### config.mk
export PLATFORM = sky130hd
export DESIGN_NAME = imu_complementary_attitude_filter
export DESIGN_NICKNAME = d
export VERILOG_FILES = /design/src/rtl/icaf_pkg.sv /design/src/rtl/icaf_mul.sv /design/src/rtl/icaf_cordic.sv /design/src/rtl/imu_complementary_attitude_filter.sv
export SDC_FILE = /design/constraint.sdc
export NUM_CORES = 2
export LEC_CHECK = 0
export ABC_AREA = 1
export BUFFER_PORTS_ARGS = -buffer_cell sky130_fd_sc_hd__buf_4
export CELL_PAD_IN_SITES_DETAIL_PLACEMENT = 2
export CELL_PAD_IN_SITES_GLOBAL_PLACEMENT = 2
export CORE_ASPECT_RATIO = 0.7
export CORE_MARGIN = 5
export CORE_UTILIZATION = 38
export CTS_CLUSTER_DIAMETER = 80
export CTS_CLUSTER_SIZE = 20
export DETAILED_ROUTE_END_ITERATION = 10
export GPL_ROUTABILITY_DRIVEN = 1
export GPL_TIMING_DRIVEN = 0
export MAX_ROUTING_LAYER = met4
export PLACE_DENSITY_LB_ADDON = 0.1
export SYNTH_ARGS = -nofsm -noshare
export SYNTH_HDL_FRONTEND = slang
export SYNTH_SLANG_ARGS = --single-unit
### constraint.sdc
create_clock -name clock -period 10.3 [get_ports clock]
set_input_delay 0.515 -clock clock [delete_from_list [all_inputs] [get_ports clock]]
set_output_delay 0.515 -clock clock [all_outputs]
set_load 0.1 [all_outputs]
### src/rtl/icaf_pkg.sv
package icaf_pkg;

   localparam int TABLE_LEN  = 24;
   localparam int IDX_W      = 5;
   localparam int TABLE_FRAC = 24;
   localparam int Z_W        = 34;
   localparam int MUL_A_W    = 18;
   localparam int MUL_B_W    = 33;
   localparam int PROD_W     = MUL_A_W + MUL_B_W;
   localparam int CSR_ADDR_W = 1;
   localparam int CSR_DATA_W = 17;
   localparam int REQ_W      = 112;
   localparam int RSP_W      = 112;

   typedef logic signed [Z_W-1:0] z_type;

   localparam z_type QUARTER_TURN = 34'sd1509949440;

   // atan(2^-i) in degrees, 24 fraction bits, rounded
   localparam z_type ATAN_TABLE [TABLE_LEN] = '{
      34'sd754974720, 34'sd445687602, 34'sd235489088, 34'sd119537938,
      34'sd60000934,  34'sd30029717,  34'sd15018523,  34'sd7509720,
      34'sd3754917,   34'sd1877466,   34'sd938734,    34'sd469367,
      34'sd234684,    34'sd117342,    34'sd58671,     34'sd29335,
      34'sd14668,     34'sd7334,      34'sd3667,      34'sd1833,
      34'sd917,       34'sd458,       34'sd229,       34'sd115
   };

   localparam logic [CSR_ADDR_W-1:0] REG_GYRO_WEIGHT    = 1'b0;
   localparam logic [CSR_ADDR_W-1:0] REG_GYRO_STEP_GAIN = 1'b1;

   localparam logic [16:0]         WEIGHT_ONE   = 17'd65536;
   localparam logic [16:0]         WEIGHT_RESET = 17'd62415;
   localparam logic [15:0]         GAIN_RESET   = 16'd20;
   localparam logic signed [17:0]  TEMP_SCALE   = 18'sd50251;
   localparam logic signed [15:0]  TEMP_OFFSET  = 16'sd5376;
   localparam logic signed [35:0]  SAT_MAX      = 36'sd2147483647;
   localparam logic signed [35:0]  SAT_MIN      = -36'sd2147483648;

   typedef enum logic [3:0] {
      S_IDLE,
      S_GYRO_Y,
      S_GYRO_P,
      S_GYRO_R,
      S_TEMP,
      S_TEMP_FIN,
      S_WAIT_P,
      S_WAIT_R,
      S_BLEND_P,
      S_BLEND_R,
      S_BLEND_FIN,
      S_OUT
   } state_type;

   typedef struct packed {
      logic               start;
      logic signed [15:0] y;
      logic signed [15:0] x;
   } cordic_req_type;

   function automatic logic signed [31:0] sat32(input logic signed [35:0] v);
      logic signed [31:0] r;
      if (v > SAT_MAX) begin
         r = 32'sh7FFFFFFF;
      end else if (v < SAT_MIN) begin
         r = 32'sh80000000;
      end else begin
         r = v[31:0];
      end
      return r;
   endfunction

endpackage

### src/rtl/icaf_mul.sv
module icaf_mul
   import icaf_pkg::*;
(
   input  logic                      clock,
   input  logic signed [MUL_A_W-1:0] mul_a,
   input  logic signed [MUL_B_W-1:0] mul_b,
   output logic signed [PROD_W-1:0]  prod
);

   logic signed [PROD_W-1:0] prod_ff;
   logic signed [PROD_W-1:0] prod_in;

   always_comb begin
      prod_in = PROD_W'(mul_a) * PROD_W'(mul_b);
   end

   always_ff @(posedge clock) begin
      prod_ff <= prod_in;
   end

   assign prod = prod_ff;

endmodule

### src/rtl/icaf_cordic.sv
module icaf_cordic
   import icaf_pkg::*;
#(
   parameter int CORDIC_STEPS    = 16,
   parameter int ANGLE_FRAC_BITS = 16
)
(
   input  logic               clock,
   input  logic               reset,
   input  cordic_req_type     cordic_req,
   output logic               done,
   output logic signed [31:0] angle
);

   localparam int CNT_W = $clog2(CORDIC_STEPS);
   localparam int SHIFT = TABLE_FRAC - ANGLE_FRAC_BITS;
   localparam logic [CNT_W-1:0] LAST = CNT_W'(CORDIC_STEPS - 1);
   localparam z_type ROUND = z_type'(2 ** (SHIFT - 1));

   logic             busy_ff, round_ff, done_ff, zero_ff;
   logic [CNT_W-1:0] cnt_ff;
   z_type            x_ff, y_ff, z_ff;
   logic signed [31:0] angle_ff;

   z_type xs, ys, x0, y0, z0;
   z_type dx, dy, atan_step, x_in, y_in, z_in, z_rnd;

   // pre-rotate into the right half plane
   always_comb begin
      xs = z_type'(cordic_req.x) <<< 14;
      ys = z_type'(cordic_req.y) <<< 14;
      if (xs < 0) begin
         if (ys >= 0) begin
            x0 = ys;
            y0 = -xs;
            z0 = QUARTER_TURN;
         end else begin
            x0 = -ys;
            y0 = xs;
            z0 = -QUARTER_TURN;
         end
      end else begin
         x0 = xs;
         y0 = ys;
         z0 = '0;
      end
   end

   always_comb begin
      dx        = y_ff >>> cnt_ff;
      dy        = x_ff >>> cnt_ff;
      atan_step = ATAN_TABLE[IDX_W'(cnt_ff)];
      if (y_ff > 0) begin
         x_in = x_ff + dx;
         y_in = y_ff - dy;
         z_in = z_ff + atan_step;
      end else begin
         x_in = x_ff - dx;
         y_in = y_ff + dy;
         z_in = z_ff - atan_step;
      end
      z_rnd = (z_ff + ROUND) >>> SHIFT;
   end

   always_ff @(posedge clock) begin
      if (reset) begin
         busy_ff  <= 1'b0;
         round_ff <= 1'b0;
         done_ff  <= 1'b0;
      end else begin
         done_ff <= 1'b0;
         if (cordic_req.start) begin
            busy_ff <= 1'b1;
         end else if (busy_ff && cnt_ff == LAST) begin
            busy_ff  <= 1'b0;
            round_ff <= 1'b1;
         end else if (round_ff) begin
            round_ff <= 1'b0;
            done_ff  <= 1'b1;
         end
      end
   end

   always_ff @(posedge clock) begin
      if (cordic_req.start) begin
         x_ff    <= x0;
         y_ff    <= y0;
         z_ff    <= z0;
         cnt_ff  <= '0;
         zero_ff <= (cordic_req.x == 16'sd0) && (cordic_req.y == 16'sd0);
      end else if (busy_ff) begin
         x_ff   <= x_in;
         y_ff   <= y_in;
         z_ff   <= z_in;
         cnt_ff <= cnt_ff + 1'b1;
      end
      if (round_ff) begin
         angle_ff <= zero_ff ? 32'sd0 : z_rnd[31:0];
      end
   end

   assign done  = done_ff;
   assign angle = angle_ff;

endmodule

### src/rtl/imu_complementary_attitude_filter.sv
// Complementary attitude filter for a six-axis inertial sensor.
//
// req_ channel: one raw sample per request (accel x/y/z, gyro x/y/z, temperature).
// rsp_ channel: one result per request with fused pitch and roll, integrated yaw
// (signed, ANGLE_FRAC_BITS fraction bits, degrees) and temperature in 1/256 C.
// csr_ port: index 0 is the gyro blend weight (Q1.16, values above one act as one),
// index 1 the angle step per gyro LSB. Write them only while the block is idle.
//
// One CORDIC unit resolves both tilt angles in turn, one step per cycle, and a
// single registered multiplier serves the gyro, temperature and blend products.
// req_tready is high only while no sample is in work, so a new request is taken
// only once the previous result has been loaded into the result register.
// The result register decouples the two sides: a new sample may be taken while the
// previous result waits; if the receiver still stalls when the next result is
// ready, the block holds it and accepts nothing more.
// Reset clears the angles to zero, loads the register defaults and drops rsp_tvalid.
module imu_complementary_attitude_filter
   import icaf_pkg::*;
#(
   parameter int CORDIC_STEPS    = 16,
   parameter int ANGLE_FRAC_BITS = 16
)
(
   input  logic                  clock,
   input  logic                  reset,
   input  logic                  req_tvalid,
   output logic                  req_tready,
   // accel_x_raw, accel_y_raw, accel_z_raw, gyro_x_raw, gyro_y_raw, gyro_z_raw, temp_raw
   input  logic [REQ_W-1:0]      req_tdata,
   output logic                  rsp_tvalid,
   input  logic                  rsp_tready,
   // pitch_deg, roll_deg, yaw_deg, temp_c
   output logic [RSP_W-1:0]      rsp_tdata,
   input  logic                  csr_we,
   input  logic [CSR_ADDR_W-1:0] csr_addr,
   input  logic [CSR_DATA_W-1:0] csr_wdata
);

   state_type state_ff, state_in;

   logic [16:0] gyro_weight_ff;
   logic [15:0] gyro_step_gain_ff;

   logic signed [15:0] accel_x_ff, accel_y_ff, accel_z_ff;
   logic signed [15:0] gyro_x_ff, gyro_y_ff, gyro_z_ff, temp_raw_ff;

   logic signed [31:0] yaw_angle_ff, pitch_angle_ff, roll_angle_ff;
   logic signed [31:0] pitch_g_ff, roll_g_ff, pitch_a_ff, roll_a_ff;
   logic signed [15:0] temp_c_ff;

   logic             rsp_tvalid_ff;
   logic [RSP_W-1:0] rsp_tdata_ff;
   logic             rsp_load;

   logic signed [MUL_A_W-1:0] mul_a;
   logic signed [MUL_B_W-1:0] mul_b;
   logic signed [PROD_W-1:0]  prod;
   logic [16:0]               weight_eff;

   cordic_req_type     cordic_req;
   logic               cordic_done;
   logic signed [31:0] cordic_angle;

   logic signed [35:0]       prod_low;
   logic signed [PROD_W-1:0] prod_rnd;
   logic signed [35:0]       blend_step;
   logic signed [31:0]       pitch_blend, roll_blend, yaw_in, pitch_g_in, roll_g_in;
   logic signed [15:0]       temp_in;

   icaf_mul u_mul (
      .clock (clock),
      .mul_a (mul_a),
      .mul_b (mul_b),
      .prod  (prod)
   );

   icaf_cordic #(
      .CORDIC_STEPS    (CORDIC_STEPS),
      .ANGLE_FRAC_BITS (ANGLE_FRAC_BITS)
   ) u_cordic (
      .clock      (clock),
      .reset      (reset),
      .cordic_req (cordic_req),
      .done       (cordic_done),
      .angle      (cordic_angle)
   );

   assign weight_eff = (gyro_weight_ff > WEIGHT_ONE) ? WEIGHT_ONE : gyro_weight_ff;
   assign rsp_load   = (state_ff == S_OUT) && (!rsp_tvalid_ff || rsp_tready);

   // next state
   always_comb begin
      state_in = state_ff;
      case (state_ff)
         S_IDLE:      if (req_tvalid) state_in = S_GYRO_Y;
         S_GYRO_Y:    state_in = S_GYRO_P;
         S_GYRO_P:    state_in = S_GYRO_R;
         S_GYRO_R:    state_in = S_TEMP;
         S_TEMP:      state_in = S_TEMP_FIN;
         S_TEMP_FIN:  state_in = S_WAIT_P;
         S_WAIT_P:    if (cordic_done) state_in = S_WAIT_R;
         S_WAIT_R:    if (cordic_done) state_in = S_BLEND_P;
         S_BLEND_P:   state_in = S_BLEND_R;
         S_BLEND_R:   state_in = S_BLEND_FIN;
         S_BLEND_FIN: state_in = S_OUT;
         S_OUT:       if (rsp_load) state_in = S_IDLE;
         default:     state_in = S_IDLE;
      endcase
   end

   // sequencer outputs: request ready, multiplier operands and CORDIC launch
   always_comb begin
      req_tready   = 1'b0;
      mul_a        = '0;
      mul_b        = '0;
      cordic_req.start = 1'b0;
      cordic_req.y = accel_y_ff;
      cordic_req.x = accel_z_ff;
      case (state_ff)
         S_IDLE: req_tready = 1'b1;
         S_GYRO_Y: begin
            mul_a = $signed({2'b00, gyro_step_gain_ff});
            mul_b = MUL_B_W'(gyro_z_ff);
            cordic_req.start = 1'b1;
         end
         S_GYRO_P: begin
            mul_a = $signed({2'b00, gyro_step_gain_ff});
            mul_b = MUL_B_W'(gyro_x_ff);
         end
         S_GYRO_R: begin
            mul_a = $signed({2'b00, gyro_step_gain_ff});
            mul_b = MUL_B_W'(gyro_y_ff);
         end
         S_TEMP: begin
            mul_a = TEMP_SCALE;
            mul_b = MUL_B_W'(temp_raw_ff);
         end
         S_WAIT_P: begin
            cordic_req.start = cordic_done;
            cordic_req.y     = accel_x_ff;
         end
         S_BLEND_P: begin
            mul_a = $signed({1'b0, weight_eff});
            mul_b = MUL_B_W'(pitch_g_ff) - MUL_B_W'(pitch_a_ff);
         end
         S_BLEND_R: begin
            mul_a = $signed({1'b0, weight_eff});
            mul_b = MUL_B_W'(roll_g_ff) - MUL_B_W'(roll_a_ff);
         end
         default: ;
      endcase
   end

   // consume the registered product
   always_comb begin
      prod_low    = prod[35:0];
      prod_rnd    = (prod + PROD_W'(32768)) >>> 16;
      blend_step  = prod_rnd[35:0];
      yaw_in      = sat32(36'(yaw_angle_ff) + prod_low);
      pitch_g_in  = sat32(36'(pitch_angle_ff) + prod_low);
      roll_g_in   = sat32(36'(roll_angle_ff) - prod_low);
      pitch_blend = sat32(36'(pitch_a_ff) + blend_step);
      roll_blend  = sat32(36'(roll_a_ff) + blend_step);
      temp_in     = prod_rnd[15:0] + TEMP_OFFSET;
   end

   always_ff @(posedge clock) begin
      if (reset) begin
         state_ff          <= S_IDLE;
         gyro_weight_ff    <= WEIGHT_RESET;
         gyro_step_gain_ff <= GAIN_RESET;
         yaw_angle_ff      <= '0;
         pitch_angle_ff    <= '0;
         roll_angle_ff     <= '0;
         rsp_tvalid_ff     <= 1'b0;
      end else begin
         state_ff <= state_in;
         if (csr_we) begin
            case (csr_addr)
               REG_GYRO_WEIGHT:    gyro_weight_ff    <= csr_wdata;
               REG_GYRO_STEP_GAIN: gyro_step_gain_ff <= csr_wdata[15:0];
               default: ;
            endcase
         end
         case (state_ff)
            S_GYRO_P:    yaw_angle_ff   <= yaw_in;
            S_BLEND_R:   pitch_angle_ff <= pitch_blend;
            S_BLEND_FIN: roll_angle_ff  <= roll_blend;
            default: ;
         endcase
         if (rsp_load) begin
            rsp_tvalid_ff <= 1'b1;
         end else if (rsp_tready) begin
            rsp_tvalid_ff <= 1'b0;
         end
      end
   end

   always_ff @(posedge clock) begin
      if (state_ff == S_IDLE && req_tvalid) begin
         accel_x_ff  <= req_tdata[15:0];
         accel_y_ff  <= req_tdata[31:16];
         accel_z_ff  <= req_tdata[47:32];
         gyro_x_ff   <= req_tdata[63:48];
         gyro_y_ff   <= req_tdata[79:64];
         gyro_z_ff   <= req_tdata[95:80];
         temp_raw_ff <= req_tdata[111:96];
      end
      case (state_ff)
         S_GYRO_R:   pitch_g_ff <= pitch_g_in;
         S_TEMP:     roll_g_ff  <= roll_g_in;
         S_TEMP_FIN: temp_c_ff  <= temp_in;
         S_WAIT_P:   if (cordic_done) pitch_a_ff <= cordic_angle;
         S_WAIT_R:   if (cordic_done) roll_a_ff  <= cordic_angle;
         default: ;
      endcase
      if (rsp_load) begin
         rsp_tdata_ff <= {temp_c_ff, yaw_angle_ff, roll_angle_ff, pitch_angle_ff};
      end
   end

   assign rsp_tvalid = rsp_tvalid_ff;
   assign rsp_tdata  = rsp_tdata_ff;

endmodule

==> impl_summary.md <==
Synth
The most common cell in the synthesized netlist is sky130_fd_sc_hd__nand2_1. Among all flip-flop cells after synthesis, the most frequent one is sky130_fd_sc_hd__edfxtp_1. Summed over its instances, the top area cell type makes up between 20% and 30% of the synthesized netlist area.

The share of flip-flops with an asynchronous set or reset is 0%. The number of flops mapped to enable cells by yosys is ~490. The synthesized area per cell is approximately 7.5 sq um. The post-synth design cell area is a little over 0.07 sq mm. The number of distinct library cell variants in the gate-level netlist after synthesis is between 70 and 80.

The number of register bits inferred by synthesis is about 680. During synthesis, Yosys emitted a total of 0 warnings. The number of nets handed over by synthesis was 10610. The synthesized design spends more area on one cell type than any other, namely sky130_fd_sc_hd__edfxtp_1. In the post-synthesis netlist, the biggest area contributors are sky130_fd_sc_hd__edfxtp_1 (20%), sky130_fd_sc_hd__fa_1 (15%), sky130_fd_sc_hd__nand2_1 (11%). The sequential element share of the synthesized area is approximately a quarter. Sorting the synthesized cells by how often they occur yields sky130_fd_sc_hd__nand2_1 (2125), sky130_fd_sc_hd__inv_1 (1559), sky130_fd_sc_hd__nor2_1 (917). The synthesized instance count is around 9500.

Timing
Derived from the worst setup path, the maximum achievable clock frequency is between 90 and 100 MHz. At the pin with the least slew margin, the transition time is approximately 1.5 ns. On the final layout, the worst hold slack is around 0.048 ns. The final number of hold-violating endpoints was 0. The final count of pins violating max slew is 0.

Setup repair after global routing could not meet its margin everywhere. The clock period minus final worst setup slack is between 10 and 15 ns. The setup-violating endpoint count in the final report is 0. The worst clock skew is 0.0550 ns. Measured against its own limit, the worst slew margin works out to roughly 1.1%. The final critical path takes up between 90% and 100% of the cycle.

Floorplanning
Measured along the x axis, the die boundary spans about 530 um. The number of ports placed on the die boundary is about 250. In this run the core area contains between 100 and 150 standard-cell rows.

The die covers between 0.15 and 0.2 sq mm. In this run the standard cell core region covers between 0.15 and 0.2 sq mm. Measured along the y axis, the die boundary spans 372 um. The starting utilization of the core area is between 30% and 40%.

Global route
The residual overflow from global routing is 0. The first global-routing pass estimated approximately 550000 um of wire. The via count of the first global-routing pass is 76755. Entering global routing, the biggest net connects 55 pins. The number of antenna violations at the first check in global routing is 28. Global routing used roughly 40% of the available tracks across all layers.

Worst setup path
The slowest cell on the critical path is sky130_fd_sc_hd__clkbuf_1. The setup path with the least slack is of type reg -> reg. The category of the worst setup path launch point is a flop. Data on the critical path arrives at its endpoint at around 11 ns. The required time of the critical path is between 10 and 15 ns. The longest individual stage delay on the worst path is between 0.9 and 1 ns. The worst setup path is captured at a flop.

Of all nets on the critical path, the largest fanout is 10.

Placement
Detailed placement ended at an HPWL of between 300000 and 400000 um. At the end of routability-driven placement, the weighted congestion stood at 1.02. Buffers placed on the I/O ports in this run total 247.

Route
The detailed router placed around 73000 vias in this run. After detailed routing, the number of remaining DRC violations is 0. The number of iterations in the first detailed-routing pass is 5. The count of antenna-violating nets left after detailed routing is 0. In the final routed layout, each cell accounts on average for between 30 and 40 um. In the routed layout, each cell is associated on average with a via count of slightly below 6. The final routed wirelength across all metal layers is around 390000 um. The DRC marker count from the first detailed-route iteration is about 7600.

Layout
Cells fill 42.9% of the core in the end. The share of cells above drive strength 1 is slightly above 6%. Compared with the post-synthesis result, the final layout area differs by 11.9%.

The number of nets in the final layout is between 10000 and 15000.

Clocking
The cell sitting at the root of the clock tree is a sky130_fd_sc_hd__clkbuf_16. Clock tree synthesis found a total of around 680 sinks. The insertion delay to the later sink of the worst-skew pair is 0.77 ns.

After clock tree synthesis, the clock-pin slew on the worst setup and hold paths is roughly 0.090 ns. The number of clock buffers added by TritonCTS is 50. The clock tree from TritonCTS is yes.

CTS built an H-tree with a depth of 2. The clock passes through at most 3 buffers.

Worst hold path
The worst hold path belongs to the class in -> reg.

Run
The tool flagged a number of max-cap violations equal to 0.

Outcome
The flow ran to the end, and the final reports show no timing, DRC or antenna violations.
## cell families (layout without fill, tap and decap cells)
| group | after synthesis | in the layout | synth area share [%] |
|---|---|---|---|
| and+or+nand+nor | 3819 | 3819 | 22.1 |
| buffers and inverters | 1849 | 2335 | 10.2 |
| AOI/OAI and AO/OA | 1717 | 1717 | 13.6 |
| adders and majority gates | 1019 | 1019 | 23.7 |
| DFF | 677 | 677 | 25.9 |
| xor gates and xnor gates | 373 | 373 | 4.60 |
| muxes | 2 | 2 | 0.0281 |
| other | 0 | 16 | 0 |
## layout by cell type (no fill, tap or decap), types with 15 or more instances in the layout
cell                            netlist  layout
sky130_fd_sc_hd__a21boi_0            17      15
sky130_fd_sc_hd__diode_2              0      16
sky130_fd_sc_hd__dlygate4sd3_1        0     125
sky130_fd_sc_hd__a21oi_1            749     749
sky130_fd_sc_hd__buf_1               17      16
sky130_fd_sc_hd__inv_1             1559    1559
sky130_fd_sc_hd__o21bai_1            37      37
sky130_fd_sc_hd__buf_2               98      96
sky130_fd_sc_hd__edfxtp_1           485     485
sky130_fd_sc_hd__o21a_1              47      47
sky130_fd_sc_hd__nand2_1           2125    2124
sky130_fd_sc_hd__nor2_1             917     906
sky130_fd_sc_hd__clkbuf_1           122     132
sky130_fd_sc_hd__clkbuf_16            0      53
sky130_fd_sc_hd__ha_1               473     473
sky130_fd_sc_hd__xnor2_1            137     137
sky130_fd_sc_hd__a21o_1              38      38
sky130_fd_sc_hd__dfxtp_1            192     192
sky130_fd_sc_hd__fa_1               546     545
sky130_fd_sc_hd__a221oi_1            19      19
sky130_fd_sc_hd__o21ai_2             17      17
sky130_fd_sc_hd__nor4_1              44      42
sky130_fd_sc_hd__nand3_1            458     449
sky130_fd_sc_hd__o31ai_1             18      18
sky130_fd_sc_hd__nand3b_1            16      16
sky130_fd_sc_hd__o21ai_1             63      65
sky130_fd_sc_hd__o21ai_0            512     510
sky130_fd_sc_hd__o211ai_1            35      35
sky130_fd_sc_hd__nor2_2              20      27
sky130_fd_sc_hd__nand4_1             54      54
sky130_fd_sc_hd__a31oi_1             65      65
sky130_fd_sc_hd__nor3_1             107     106
sky130_fd_sc_hd__buf_4               19     275
sky130_fd_sc_hd__xor2_1             235     235
## final timing paths
check                 from                 to  slack [ns]  depth (start not counted)
max            state_ff[3]     u_mul.prod[49]         0.1                         29
min           csr_wdata[1]  gyro_weight_ff[1]        0.05                          3
max reg2reg    state_ff[3]     u_mul.prod[49]         0.1                         29
min reg2reg  temp_c_ff[10]     rsp_tdata[106]        0.43                          0
## metal layers
metal  track usage (%)  vias to the layer above  routed length (um)
li1                  -                    31459                   -
met5                 -                        -                   0
met2              56.9                     3235              160000
met4              10.3                        0               11900
met1              56.3                    37724              177000
met3              8.98                      561               39000
## registers in the layout (all words and copies together), names as in the netlist, 17 cells and up
register,flops
pitch_a_ff,26
pitch_angle_ff,32
rsp_tdata,112
pitch_g_ff,32
roll_angle_ff,32
u_mul.prod,51
roll_a_ff,26
gyro_weight_ff,17
u_cordic.y_ff,34
u_cordic.z_ff,34
u_cordic.angle,26
roll_g_ff,32
yaw_angle_ff,32
u_cordic.x_ff,34
## final cells by class
| type | instances | area (sq um) |
|---|---|---|
| Antenna cell | 16 | 40.0 |
| Buffer | 269 | 1340 |
| Clock buffer | 70 | 1390 |
| Clock inverter | 24 | 318 |
| Fill cell | 21638 | 106000 |
| Inverter | 1579 | 5930 |
| Multi-Input combinational cell | 6930 | 45700 |
| Sequential cell | 677 | 18400 |
| Tap cell | 2479 | 3100 |
| Timing Repair Buffer | 393 | 3450 |
## worst max-delay path: cells and delay by family, from the launching register on
kind,cells,cell delay (ns)
XOR/XNOR,1,0.40
adder cells (fa/ha/maj),7,3.88
AO/OA/AOI/OAI,4,0.81
AND/OR/NAND/NOR,9,2.39
buffers and inverters,8,2.15
flip-flops,1,0.40
## timing repair
item / CTS / global route
hold buffers: 125 / 0
setup endpoints to repair: 21 / 23
buffers inserted: 0 / 5
endpoints found under the hold margin: 127 / 0
gates resized for setup: 3 / 29
pin swaps: 0 / 2
## stage by stage
step | instance area, sq um | worst slack (ns) | instances | setup TNS (ns)
final | 79700 | 0.0992 | 12437 | 0
after global routing | 79700 | -0.0567 | 12433 | -0.107
after CTS | 79500 | 0.0149 | 12417 | 0
after detailed placement | 76500 | -0.589 | 12198 | -3.58
after global placement | 76100 | -2.51 | 12182 | -75.96
after floorplan | 71200 | 2.41 | 9456 | 0
Power is left out: the tool's default activity adds up to more than one toggle a clock period on the data nets, which glitch-free logic cannot reach.
